### config.mk
export PLATFORM = sky130hd
export DESIGN_NAME = token_bounded_match_counter_unit
export DESIGN_NICKNAME = d
export VERILOG_FILES = /design/src/hdl/tbmc_pkg.sv /design/src/hdl/tbmc_cfg.sv /design/src/hdl/tbmc_match.sv /design/src/hdl/token_bounded_match_counter_unit.sv
export SDC_FILE = /design/constraint.sdc
export NUM_CORES = 2
export LEC_CHECK = 0
export ABC_AREA = 0
export BUFFER_PORTS_ARGS = -buffer_cell sky130_fd_sc_hd__clkbuf_2
export CAP_MARGIN = 10
export CORE_MARGIN = 2
export CORE_UTILIZATION = 45
export CTS_CLUSTER_DIAMETER = 40
export CTS_CLUSTER_SIZE = 8
export DETAILED_ROUTE_END_ITERATION = 12
export GPL_TIMING_DRIVEN = 0
export MAX_ROUTING_LAYER = met4
export REMOVE_ABC_BUFFERS = 1
export SYNTH_ARGS = -nofsm -noshare
export SYNTH_HDL_FRONTEND = slang
export SYNTH_SLANG_ARGS = --single-unit
### constraint.sdc
create_clock -name clk -period 19.7 [get_ports clk]
set_clock_uncertainty 0.15 [all_clocks]
set_input_delay 3.94 -clock clk [delete_from_list [all_inputs] [get_ports clk]]
set_output_delay 3.94 -clock clk [all_outputs]
set_load 0.02 [all_outputs]
### src/hdl/tbmc_pkg.sv
`timescale 1ns / 1ps
// Package for the token-bounded match counter: field widths, register map,
// opcodes, delimiter codes and the beat type. No dependencies.
package tbmc_pkg;

  localparam int DEF_MAX_QUERY  = 32;
  localparam int DEF_COUNT_BITS = 32;

  localparam int QLEN_W  = 6;    // query_length register width
  localparam int QWORDS  = 4;    // 64-bit query byte registers
  localparam int QBYTES  = 32;   // bytes held by the query registers
  localparam int DATA_W  = 64;   // APB data width
  localparam int ADDR_W  = 6;    // five registers at 8-byte stride
  localparam int OUT_W   = 32;   // match_count width
  localparam int IDX_W   = 3;    // register index bits, paddr[5:3]

  // register indexes
  localparam logic [IDX_W-1:0] REG_QLEN   = 3'd0;
  localparam logic [IDX_W-1:0] REG_QLOW   = 3'd1;
  localparam logic [IDX_W-1:0] REG_QSEC   = 3'd2;
  localparam logic [IDX_W-1:0] REG_QTHIRD = 3'd3;
  localparam logic [IDX_W-1:0] REG_QHIGH  = 3'd4;

  // opcodes
  localparam logic OP_BYTE = 1'b0;
  localparam logic OP_END  = 1'b1;

  // character codes
  localparam logic [7:0] CH_NUL   = 8'h00;
  localparam logic [7:0] CH_TAB   = 8'h09;
  localparam logic [7:0] CH_NL    = 8'h0A;
  localparam logic [7:0] CH_SPACE = 8'h20;
  localparam logic [7:0] CH_COMMA = 8'h2C;
  localparam logic [7:0] CH_COLON = 8'h3A;
  localparam logic [7:0] CH_EQ    = 8'h3D;
  localparam logic [7:0] CH_LBRK  = 8'h5B;
  localparam logic [7:0] CH_RBRK  = 8'h5D;

  typedef struct packed {
    logic       op;
    logic [7:0] data_byte;
  } item_t;

  function automatic logic is_delim(input logic [7:0] c);
    return (c == CH_NUL) || (c == CH_SPACE) || (c == CH_TAB) || (c == CH_COLON) ||
           (c == CH_EQ) || (c == CH_COMMA) || (c == CH_LBRK) || (c == CH_RBRK);
  endfunction

endpackage

### src/hdl/tbmc_cfg.sv
`timescale 1ns / 1ps
// APB register file for the query, plus the query aligned to window order.
// Depends on tbmc_pkg.
module tbmc_cfg import tbmc_pkg::*; #(
  parameter int MAX_QUERY = DEF_MAX_QUERY,
  parameter int LEN_W     = $clog2(MAX_QUERY + 1)
) (
  input  logic              clk,
  input  logic              rst,
  input  logic              psel,
  input  logic              penable,
  input  logic              pwrite,
  input  logic [ADDR_W-1:0] paddr,
  input  logic [DATA_W-1:0] pwdata,
  output logic [DATA_W-1:0] prdata,
  output logic [LEN_W-1:0]  eff_len,
  output logic [7:0]        aq [MAX_QUERY],
  output logic [MAX_QUERY-1:0] qmask
);

  logic [QLEN_W-1:0]   query_length;
  logic [DATA_W-1:0]   qwords [QWORDS];
  logic [QBYTES*8-1:0] qflat;
  logic [IDX_W-1:0]    idx;

  assign idx = paddr[ADDR_W-1:3];

  always_ff @(posedge clk) begin
    if (rst) begin
      query_length <= '0;
      for (int w = 0; w < QWORDS; w++) qwords[w] <= '0;
    end else if (psel && penable && pwrite) begin
      unique case (idx)
        REG_QLEN:   query_length <= pwdata[QLEN_W-1:0];
        REG_QLOW:   qwords[0] <= pwdata;
        REG_QSEC:   qwords[1] <= pwdata;
        REG_QTHIRD: qwords[2] <= pwdata;
        REG_QHIGH:  qwords[3] <= pwdata;
        default: ;
      endcase
    end
  end

  always_comb begin
    unique case (idx)
      REG_QLEN:   prdata = DATA_W'(query_length);
      REG_QLOW:   prdata = qwords[0];
      REG_QSEC:   prdata = qwords[1];
      REG_QTHIRD: prdata = qwords[2];
      REG_QHIGH:  prdata = qwords[3];
      default:    prdata = '0;
    endcase
  end

  always_comb begin
    for (int w = 0; w < QWORDS; w++) qflat[w*DATA_W +: DATA_W] = qwords[w];
  end

  assign eff_len = (query_length > QLEN_W'(MAX_QUERY)) ? LEN_W'(MAX_QUERY)
                                                      : LEN_W'(query_length);

  // window slot p (0 = newest) must hold query byte eff_len-1-p
  always_comb begin
    logic [QLEN_W-1:0] k;
    for (int p = 0; p < MAX_QUERY; p++) begin
      k = QLEN_W'(eff_len) - QLEN_W'(p) - QLEN_W'(1);
      qmask[p] = QLEN_W'(p) < QLEN_W'(eff_len);
      // bytes past the register file read as zero, which never matches content
      if (qmask[p] && !k[QLEN_W-1]) aq[p] = qflat[{k[4:0], 3'b000} +: 8];
      else                          aq[p] = '0;
    end
  end

endmodule

### src/hdl/tbmc_match.sv
`timescale 1ns / 1ps
// Line window, fill count, stop flag and running total; bounded match check.
// Depends on tbmc_pkg.
module tbmc_match import tbmc_pkg::*; #(
  parameter int MAX_QUERY  = DEF_MAX_QUERY,
  parameter int COUNT_BITS = DEF_COUNT_BITS,
  parameter int LEN_W      = $clog2(MAX_QUERY + 1)
) (
  input  logic                 clk,
  input  logic                 rst,
  input  logic                 advance,
  input  item_t                item,
  input  logic [LEN_W-1:0]     eff_len,
  input  logic [7:0]           aq [MAX_QUERY],
  input  logic [MAX_QUERY-1:0] qmask,
  output logic [OUT_W-1:0]     count_now
);

  localparam int FILL_W = $clog2(MAX_QUERY + 2);
  localparam int WIDE_W = (COUNT_BITS > OUT_W) ? COUNT_BITS : OUT_W;

  logic [7:0]            window [MAX_QUERY+1];
  logic                  dflag  [MAX_QUERY+1];
  logic [FILL_W-1:0]     line_fill;
  logic                  line_stopped;
  logic [COUNT_BITS-1:0] running_total;

  logic                  all_eq;
  logic                  hit;
  logic                  do_check;
  logic                  shift_in;
  logic [COUNT_BITS-1:0] total_inc;
  logic [WIDE_W-1:0]     tot_ext;

  always_comb begin
    all_eq = 1'b1;
    for (int p = 0; p < MAX_QUERY; p++)
      if (qmask[p] && (window[p] != aq[p])) all_eq = 1'b0;
  end

  // left boundary: line start, or a delimiter just before the candidate
  assign hit = (eff_len != '0) && (line_fill >= FILL_W'(eff_len)) &&
               ((line_fill == FILL_W'(eff_len)) || dflag[eff_len]) && all_eq;

  assign do_check = !line_stopped &&
                    ((item.op == OP_END) || (item.data_byte == CH_NL) ||
                     is_delim(item.data_byte));
  assign shift_in = (item.op == OP_BYTE) && !line_stopped &&
                    (item.data_byte != CH_NL) && (item.data_byte != CH_NUL);

  assign total_inc = (do_check && hit && (running_total != '1)) ? running_total + 1'b1
                                                               : running_total;

  assign tot_ext   = WIDE_W'(total_inc);
  assign count_now = (tot_ext > WIDE_W'({OUT_W{1'b1}})) ? '1 : tot_ext[OUT_W-1:0];

  always_ff @(posedge clk) begin
    if (rst) begin
      line_fill     <= '0;
      line_stopped  <= 1'b0;
      running_total <= '0;
    end else if (advance) begin
      if (item.op == OP_END) begin
        line_fill     <= '0;
        line_stopped  <= 1'b0;
        running_total <= '0;
      end else if (item.data_byte == CH_NL) begin
        line_fill     <= '0;
        line_stopped  <= 1'b0;
        running_total <= total_inc;
      end else if (!line_stopped) begin
        running_total <= total_inc;
        if (item.data_byte == CH_NUL) line_stopped <= 1'b1;
        else if (line_fill != FILL_W'(MAX_QUERY + 1)) line_fill <= line_fill + 1'b1;
      end
    end
  end

  // slots at or past line_fill are never looked at, so no clearing needed
  always_ff @(posedge clk) begin
    if (advance && shift_in) begin
      window[0] <= item.data_byte;
      dflag[0]  <= is_delim(item.data_byte);
      for (int i = 1; i <= MAX_QUERY; i++) begin
        window[i] <= window[i-1];
        dflag[i]  <= dflag[i-1];
      end
    end
  end

endmodule

### src/hdl/token_bounded_match_counter_unit.sv
`timescale 1ns / 1ps
// Whole-token query counter over a byte-streamed log: top level with the
// input beat register and the result register. Depends on tbmc_pkg,
// tbmc_cfg and tbmc_match.
//
// Input channel (in_valid/in_ready, op, data_byte): op 0 carries one log byte,
// newline closes a line; op 1 marks end of log. Only end-of-log beats produce
// a result on the output channel (out_valid/out_ready, match_count): the
// number of query occurrences bounded by delimiters or line edges, saturating.
// The query is set through the APB port before a log is streamed: register 0
// is the length, registers 1..4 the query bytes, at byte address 8*index.
// Throughput: one beat per cycle, unless an end-of-log beat waits on a full result
// register; every beat is folded into the line window and the count straight
// from the input register. A result is registered as its end-of-log beat leaves it.
// When the receiver stalls, the result register holds; log bytes keep flowing,
// and only a second end-of-log beat waits in the input register.
// Reset (rst, synchronous) clears the query, the line state and the count,
// and empties both registers; in_ready is low while rst is high.
module token_bounded_match_counter_unit import tbmc_pkg::*; #(
  parameter int MAX_QUERY  = DEF_MAX_QUERY,
  parameter int COUNT_BITS = DEF_COUNT_BITS
) (
  input  logic              clk,
  input  logic              rst,
  input  logic              psel,
  input  logic              penable,
  input  logic              pwrite,
  input  logic [ADDR_W-1:0] paddr,
  input  logic [DATA_W-1:0] pwdata,
  output logic [DATA_W-1:0] prdata,
  output logic              pready,
  input  logic              in_valid,
  output logic              in_ready,
  input  logic              op,
  input  logic [7:0]        data_byte,
  output logic              out_valid,
  input  logic              out_ready,
  output logic [OUT_W-1:0]  match_count
);

  localparam int LEN_W = $clog2(MAX_QUERY + 1);

  logic                 in_q_valid;
  item_t                in_q;
  logic                 advance;
  logic [LEN_W-1:0]     eff_len;
  logic [7:0]           aq [MAX_QUERY];
  logic [MAX_QUERY-1:0] qmask;
  logic [OUT_W-1:0]     count_now;

  assign pready = 1'b1;

  tbmc_cfg #(.MAX_QUERY(MAX_QUERY), .LEN_W(LEN_W)) u_cfg (
    .clk, .rst, .psel, .penable, .pwrite, .paddr, .pwdata, .prdata,
    .eff_len, .aq, .qmask
  );

  tbmc_match #(.MAX_QUERY(MAX_QUERY), .COUNT_BITS(COUNT_BITS), .LEN_W(LEN_W)) u_match (
    .clk, .rst, .advance, .item(in_q), .eff_len, .aq, .qmask, .count_now
  );

  // an end-of-log beat waits only if the result register is still full
  assign advance  = in_q_valid && ((in_q.op != OP_END) || !out_valid || out_ready);
  assign in_ready = !rst && (!in_q_valid || advance);

  always_ff @(posedge clk) begin
    if (rst) begin
      in_q_valid <= 1'b0;
    end else if (in_ready) begin
      in_q_valid <= in_valid;
    end
  end

  always_ff @(posedge clk) begin
    if (in_valid && in_ready) begin
      in_q.op        <= op;
      in_q.data_byte <= data_byte;
    end
  end

  always_ff @(posedge clk) begin
    if (rst) begin
      out_valid <= 1'b0;
    end else if (advance && (in_q.op == OP_END)) begin
      out_valid <= 1'b1;
    end else if (out_ready) begin
      out_valid <= 1'b0;
    end
  end

  always_ff @(posedge clk) begin
    if (advance && (in_q.op == OP_END)) match_count <= count_now;
  end

`ifndef SYNTHESIS
  a_end_waits: assert property (@(posedge clk) disable iff (rst)
    (in_q_valid && (in_q.op == OP_END) && out_valid && !out_ready) |-> !in_ready)
    else $error("end-of-log beat taken over a stalled result");

  a_end_gives_result: assert property (@(posedge clk) disable iff (rst)
    (advance && (in_q.op == OP_END)) |=> out_valid)
    else $error("end-of-log beat produced no result");

  a_result_from_end: assert property (@(posedge clk) disable iff (rst)
    $rose(out_valid) |-> $past(advance && (in_q.op == OP_END)))
    else $error("result without an end-of-log beat");

  a_reset_empty: assert property (@(posedge clk)
    rst |=> (!out_valid && !in_q_valid))
    else $error("registers not emptied by reset");
`endif

endmodule

# --- Word level (Yosys, flattened, before mapping) ---
# Memories as Yosys holds them, arrays and structs flattened.
# Cells that the tools add are included.
totals:
  register_bits: 88
  latch_bits: 0
  ramBits: 553
  rom_bits: 0
  out_inout_bits: 99
  n_memories: 3
op_classes:
  add_sub_neg: 64
  mul: 0
  div_mod_pow: 0
  order_cmp: 35
  eq_ne: 50
  shifts: 32
  muxes: 105
  n_bitwise: 5
  n_reduce_logical: 138
memory_table:
  columns: ["memory", "depth", "word_bits", "read_ports", "rd_clocked_by_memory_dff", "write_ports", "line", "rtl"]
  rows:
  - ["u_match.window", 33, 8, 32, 0, 33, "tbmc_match.sv:22", "logic [7:0] window [MAX_QUERY+1];"]
  - ["u_cfg.qwords", 4, 64, 4, 0, 4, "tbmc_cfg.sv:22", "logic [DATA_W-1:0] qwords [QWORDS];"]
  - ["u_match.dflag", 33, 1, 33, 0, 33, "tbmc_match.sv:23", "logic dflag [MAX_QUERY+1];"]
ops:
  columns: ["operator", "count"]
  rows:
  - ["$shiftx A256 B9 Y8", 32]
  - ["$pmux W64 S5", 1]
  - ["$mux W64", 4]
  - ["$mux W8", 32]
  - ["$ne A8 B8 Y1", 32]
  - ["$sub A6 B1 Y6 const B", 32]
  - ["$mux W32", 4]
  - ["$lt A5 B6 Y1 const A", 16]
  - ["$sub A6 B5 Y6 const B", 16]
  - ["$logic_and A1 B1 Y1", 80]
  - ["$mux W1", 58]
  - ["$lt A4 B6 Y1 const A", 8]
  - ["$sub A6 B4 Y6 const B", 8]
  - ["$logic_not A1 Y1", 36]
  - ["$mux W6", 6]
  - ["$add A32 B1 Y32 const B", 1]
  - ["$eq A8 B6 Y1 const B", 4]
  - ["$gt A32 B32 Y1 const B", 1]
  - ["$ne A32 B32 Y1 const B", 1]
  - ["$lt A3 B6 Y1 const A", 4]
  - ["$sub A6 B3 Y6 const B", 4]
  - ["$eq A8 B4 Y1 const B", 2]
  - ["$eq A8 B7 Y1 const B", 2]
  - ["$logic_or A1 B1 Y1", 13]
  - ["other kinds (24)", 32]

# --- Logic depth before layout (Yosys ltp) ---
logic_depth:
  depth_word: 47
  depth_mapped: 33
  depth_no_buf: 17

# --- By module ---
# From an unflattened synthesis, not the netlist that was laid out.
unflattened:
  hier_cells: 3441
  area_unflattened_um2: 44022.2
by_module_without_submodules:
  columns: ["module", "n_inst", "cells_each", "area_per_inst_um2"]
  rows:
  - ["tbmc_cfg", 1, 2324, 27880.5]
  - ["tbmc_match", 1, 1061, 14770.4]
  - ["token_bounded_match_counter_unit", 1, 56, 1371.3]

# --- Worst setup path after synthesis ---
# OpenSTA, ideal clock, no wires.
synth_path:
  path_type: "register -> register"
  start: "reg in_q[3] (netlist name)"
  end: "mem u_match.dflag[0], enable pin"
  setup_time_ps: 944
  arrival_time_ps: 12999
  required_time_ps: 18606
  path_slack_ps: 5607
  path_stages_with_launch: 5
  n_path_buf: 0
  period_less_slack_ps: 14093
  cell_sequence: "edfxtp_1 -> and2_1 -> a41oi_1 -> nand2_1 -> nor2_1"
synth_lines:
  columns: ["element", "line", "rtl"]
  rows:
  - ["start: declaration", "token_bounded_match_counter_unit.sv:44", "item_t in_q;"]
  - ["end: declaration", "tbmc_match.sv:23", null]

# --- Worst setup path after layout ---
layout_path:
  start: "reg u_cfg.query_length[0]"
  end: "reg u_match.running_total[12]"
layout_between:
  elab_chain_len: 47
  elab_cells_between_ends: 334
  classes_between: "62 x add/sub; 34 x order compare; 33 x eq/ne; 32 x shift; 69 x mux; 103 x reduce/logical; 1 x memory"
layout_lines:
  columns: ["element", "line", "rtl"]
  rows:
  - ["start: declaration", "tbmc_cfg.sv:21", "logic [QLEN_W-1:0] query_length;"]
  - ["start signal: assignment", "tbmc_cfg.sv:34", "REG_QLEN: query_length <= pwdata[QLEN_W-1:0];"]
  - ["$gt A6 B6 Y1", "tbmc_cfg.sv:59", "assign eff_len = (query_length > QLEN_W'(MAX_QUERY)) ? LEN_W'(MAX_QUERY)"]
  - ["$mux W6 (*)", "tbmc_cfg.sv:59", null]
  - ["parallel branches: the longest is 38 deep, another holds $sub A6 B1 Y6", null, null]
  - ["$logic_and A1 B1 Y1 (*)", "tbmc_match.sv:43", "((line_fill == FILL_W'(eff_len)) || dflag[eff_len]) && all_eq;"]
  - ["$logic_and A1 B1 Y1 (*) (2 in series)", "tbmc_match.sv:51", "assign total_inc = (do_check && hit && (running_total != '1)) ? running_total + 1'b1"]
  - ["$mux W32 (*)", "tbmc_match.sv:51", null]
  - ["$mux W32", "tbmc_match.sv:71", "end else if (!line_stopped) begin"]
  - ["$mux W32 (*)", "tbmc_match.sv:67", "end else if (item.data_byte == CH_NL) begin"]
  - ["$mux W32 (*)", "tbmc_match.sv:63", "if (item.op == OP_END) begin"]
  - ["end signal: assignment", "tbmc_match.sv:70", "running_total <= total_inc;"]
  - ["end signal: assignment", "tbmc_match.sv:72", "running_total <= total_inc;"]
  - ["end: declaration", "tbmc_match.sv:26", "logic [COUNT_BITS-1:0] running_total;"]
# Every way passes the cells marked *. The select of a mux whose other input is x is not followed.
# A chain may end at the register's enable or synchronous reset.

==> impl_metrics.tcl <==
set metrics [dict create \
    status "finished, violations left" \
    violations "max-capacitance violations, max-slew violations" \
    place_congestion 1.13 \
    postSynthCellCount 5620 \
    drt_iter0_drc 10000 \
    slew_headroom -0.0619 \
    syn_area_mm2 0.0542 \
    coreArea_mm2 0.120 \
    initial_utilization 0.453 \
    portBuffers 180 \
    worst_slack_ns 7.92 \
    grt_pass1_wl_mm 422 \
    cts_made_buffers 114 \
    wl_per_cell_um 42.8 \
    tritoncts "yes" \
    postCtsHoldBufs 0 \
    final.min_clock_period_ns 11.78 \
    clk_pin_slew_ns 0.05 \
    wirelength_met1_mm 115 \
    synth.distinct_cells 116 \
    overflow 0 \
    antenna_found_initial 15 \
    hold_violations 0 \
    post_cts_resized 0 \
    ys.flop_type "edfxtp_1" \
    drc 0 \
    rsz0062_at_grt "false" \
    finalMaxSlewViolations 14 \
    grt_max_degree 129 \
    root_buffer "clkbuf_16" \
    startpoint_type "register" \
    cp.required_ns 20.24 \
    cellLeakagePower_nw 23.0 \
    first_pass_iters 10 \
    route.met2.wl_mm 125 \
    highest_layer "met4" \
    routed_wl_mm 316 \
    cts_max_path_buffers 3 \
    row_count 127 \
    p_total_mw 4.23 \
    clk_latency_ns 0.77 \
    areaGrowthSynthToFinish_pct 14.9 \
    hp-class "register to register" \
    power_per_cell_area_mw_per_mm2 67.9 \
    cp-end-kind "register" \
    met3_length_mm 44.0 \
    max_slew.worst_pin.slew_ns 1.59 \
    vias 55796 \
    crit_arrival_ns 12.32 \
    fin_setup_tns_ns 0 \
    grt_pass1_vias 49776 \
    ir_worst_vdd_uv 75.4 \
    io_pins 185 \
    postCtsSetupRepairBufs 0 \
    synth_area_per_cell_um2 9.65 \
    async_flop_share 0 \
    fin_crit_sh 0.598 \
    maxCapViolCount 2 \
    fillers 10902 \
    die_area_mm2 0.123 \
    layout_commonest_cell "edfxtp_1" \
    layout-drive-gt1-share 0.161 \
    ys_seq_area_frac 0.342 \
    grtUsageTotal 0.514 \
    die_y_um 351 \
    cts_sinks 633 \
    crit_type "register to register" \
    synth_edf_count 586 \
    dp_slack_ns 8.78 \
    htree_num_levels 3 \
    layout_common_cells "586 x edfxtp_1, 565 x mux2i_1, 487 x nand2_1, 325 x a22oi_1, 295 x and2_1" \
    ant_nets 0 \
    setup_viol 0 \
    crit_fanout 80 \
    nNetsFinal 5772 \
    dp_hpwl_mm 244 \
    synth-seq-cells 633 \
    hold_ws_ns 0.294 \
    ys.warnings.count 0 \
    timing.fmax_ghz 0.0849 \
    die_w_um 351 \
    vias_per_cell 7.55 \
]
## cell usage after synthesis (all sizes together), types with 55 or more instances
library cell	n	area [µm²]
inv	55	206
and2	301	1880
buf	254	1580
nand3	146	731
nor3	63	335
o21ai	152	761
edfxtp	586	17600
nand4	55	365
xor2	91	797
mux2	105	1190
nor4	60	382
a22oi	326	2450
mux4	101	2270
mux2i	597	6040
a21oi	269	1350
nand2	489	1840
a2111oi	129	1170
and3b	68	596
clkbuf	193	726
nor2	300	1140
xnor2	125	1120
o22ai	143	895
## flip-flops by register name, indices dropped and copies added (netlist names)
name and cells:
u_cfg.qwords 256, u_match.window 256, u_match.dflag 33, match_count 32, u_match.running_total 32, in_q 9
u_cfg.query_length 6, u_match.line_fill 6, in_q_valid 1, out_valid 1, u_match.line_stopped 1
## kinds of logic (layout without fill, tap and decap cells)
logic type	count (synthesis)	count (layout)	share of synthesized area
buffers and inverters	503	638	0.0464
xor gates and xnor gates	218	218	0.0361
adders and majority gates	22	22	0.00508
other	1	24	0.0000691
AOI/OAI and AO/OA	1628	1628	0.218
and+or+nand+nor	1812	1812	0.177
DFF	633	633	0.342
muxes	803	803	0.175
## worst paths after layout
path	start	end	slack (ns)	depth (start not counted)
worst max-delay path	u_cfg.query_length[0]$_SDFFE_PP0P_	u_match.running_total[12]$_SDFFE_PP0P_	7.92	22
worst min-delay path	u_match.dflag[7]$_DFFE_PP_	u_match.dflag[8]$_DFFE_PP_	0.29	0
worst max register to register	u_cfg.query_length[0]$_SDFFE_PP0P_	u_match.running_total[12]$_SDFFE_PP0P_	7.92	22
worst min register to register	u_match.dflag[7]$_DFFE_PP_	u_match.dflag[8]$_DFFE_PP_	0.29	0
## stage by stage
step | utilization | instance area [µm²] | std cells
2_1_floorplan | - | 51900 | 5173
3_3_place_gp | 0.458 | 54800 | 6965
3_5_place_dp | 0.487 | 58400 | 7146
4_1_cts | 0.519 | 62100 | 7353
5_1_grt | 0.520 | 62300 | 7383
6_report | 0.520 | 62300 | 7390
## critical path, cell delays in order (launching register included)
cell	delay, ns
dfxtp_4	0.84
buf_16	0.36
buf_16	0.37
nor2b_4	0.81
buf_12	0.29
buf_12	0.24
inv_8	0.16
ha_4	0.35
buf_12	0.24
nand2_1	0.64
xnor2_2	0.44
nand4_1	0.90
nand2_1	1.04
mux4_2	0.43
a22oi_1	0.65
or3b_2	0.50
a31oi_1	0.79
o221ai_1	0.26
o21ai_1	0.41
and4_1	0.28
nand3_1	0.45
or4_1	0.65
o211ai_1	0.11
## routing by layer
metal	vias to the layer above	global-route usage
li1	22330	-
met1	27476	0.625
met2	4793	0.692
met3	1197	0.180
met4	0	0.388
met5	-	-
## power by group
group / internal (mW) / switching, mW / total (mW)
Clock: 1.23 / 0.733 / 1.96
Sequential: 1.52 / 0.102 / 1.62
Combinational: 0.202 / 0.444 / 0.647
## area by class of cell
class | count | area [µm²] | share of cell area
Tap cell | 1612 | 2020 | 0.0324
Sequential cell | 633 | 18600 | 0.298
Clock buffer | 156 | 3080 | 0.0495
Antenna cell | 23 | 57.6 | 0.000924
Inverter | 56 | 225 | 0.00361
Timing Repair Buffer | 375 | 3940 | 0.0632
Multi-Input combinational cell | 4484 | 33800 | 0.542
Clock inverter | 51 | 671 | 0.0108
No activity file was read; power rests on OpenSTA's default activity.
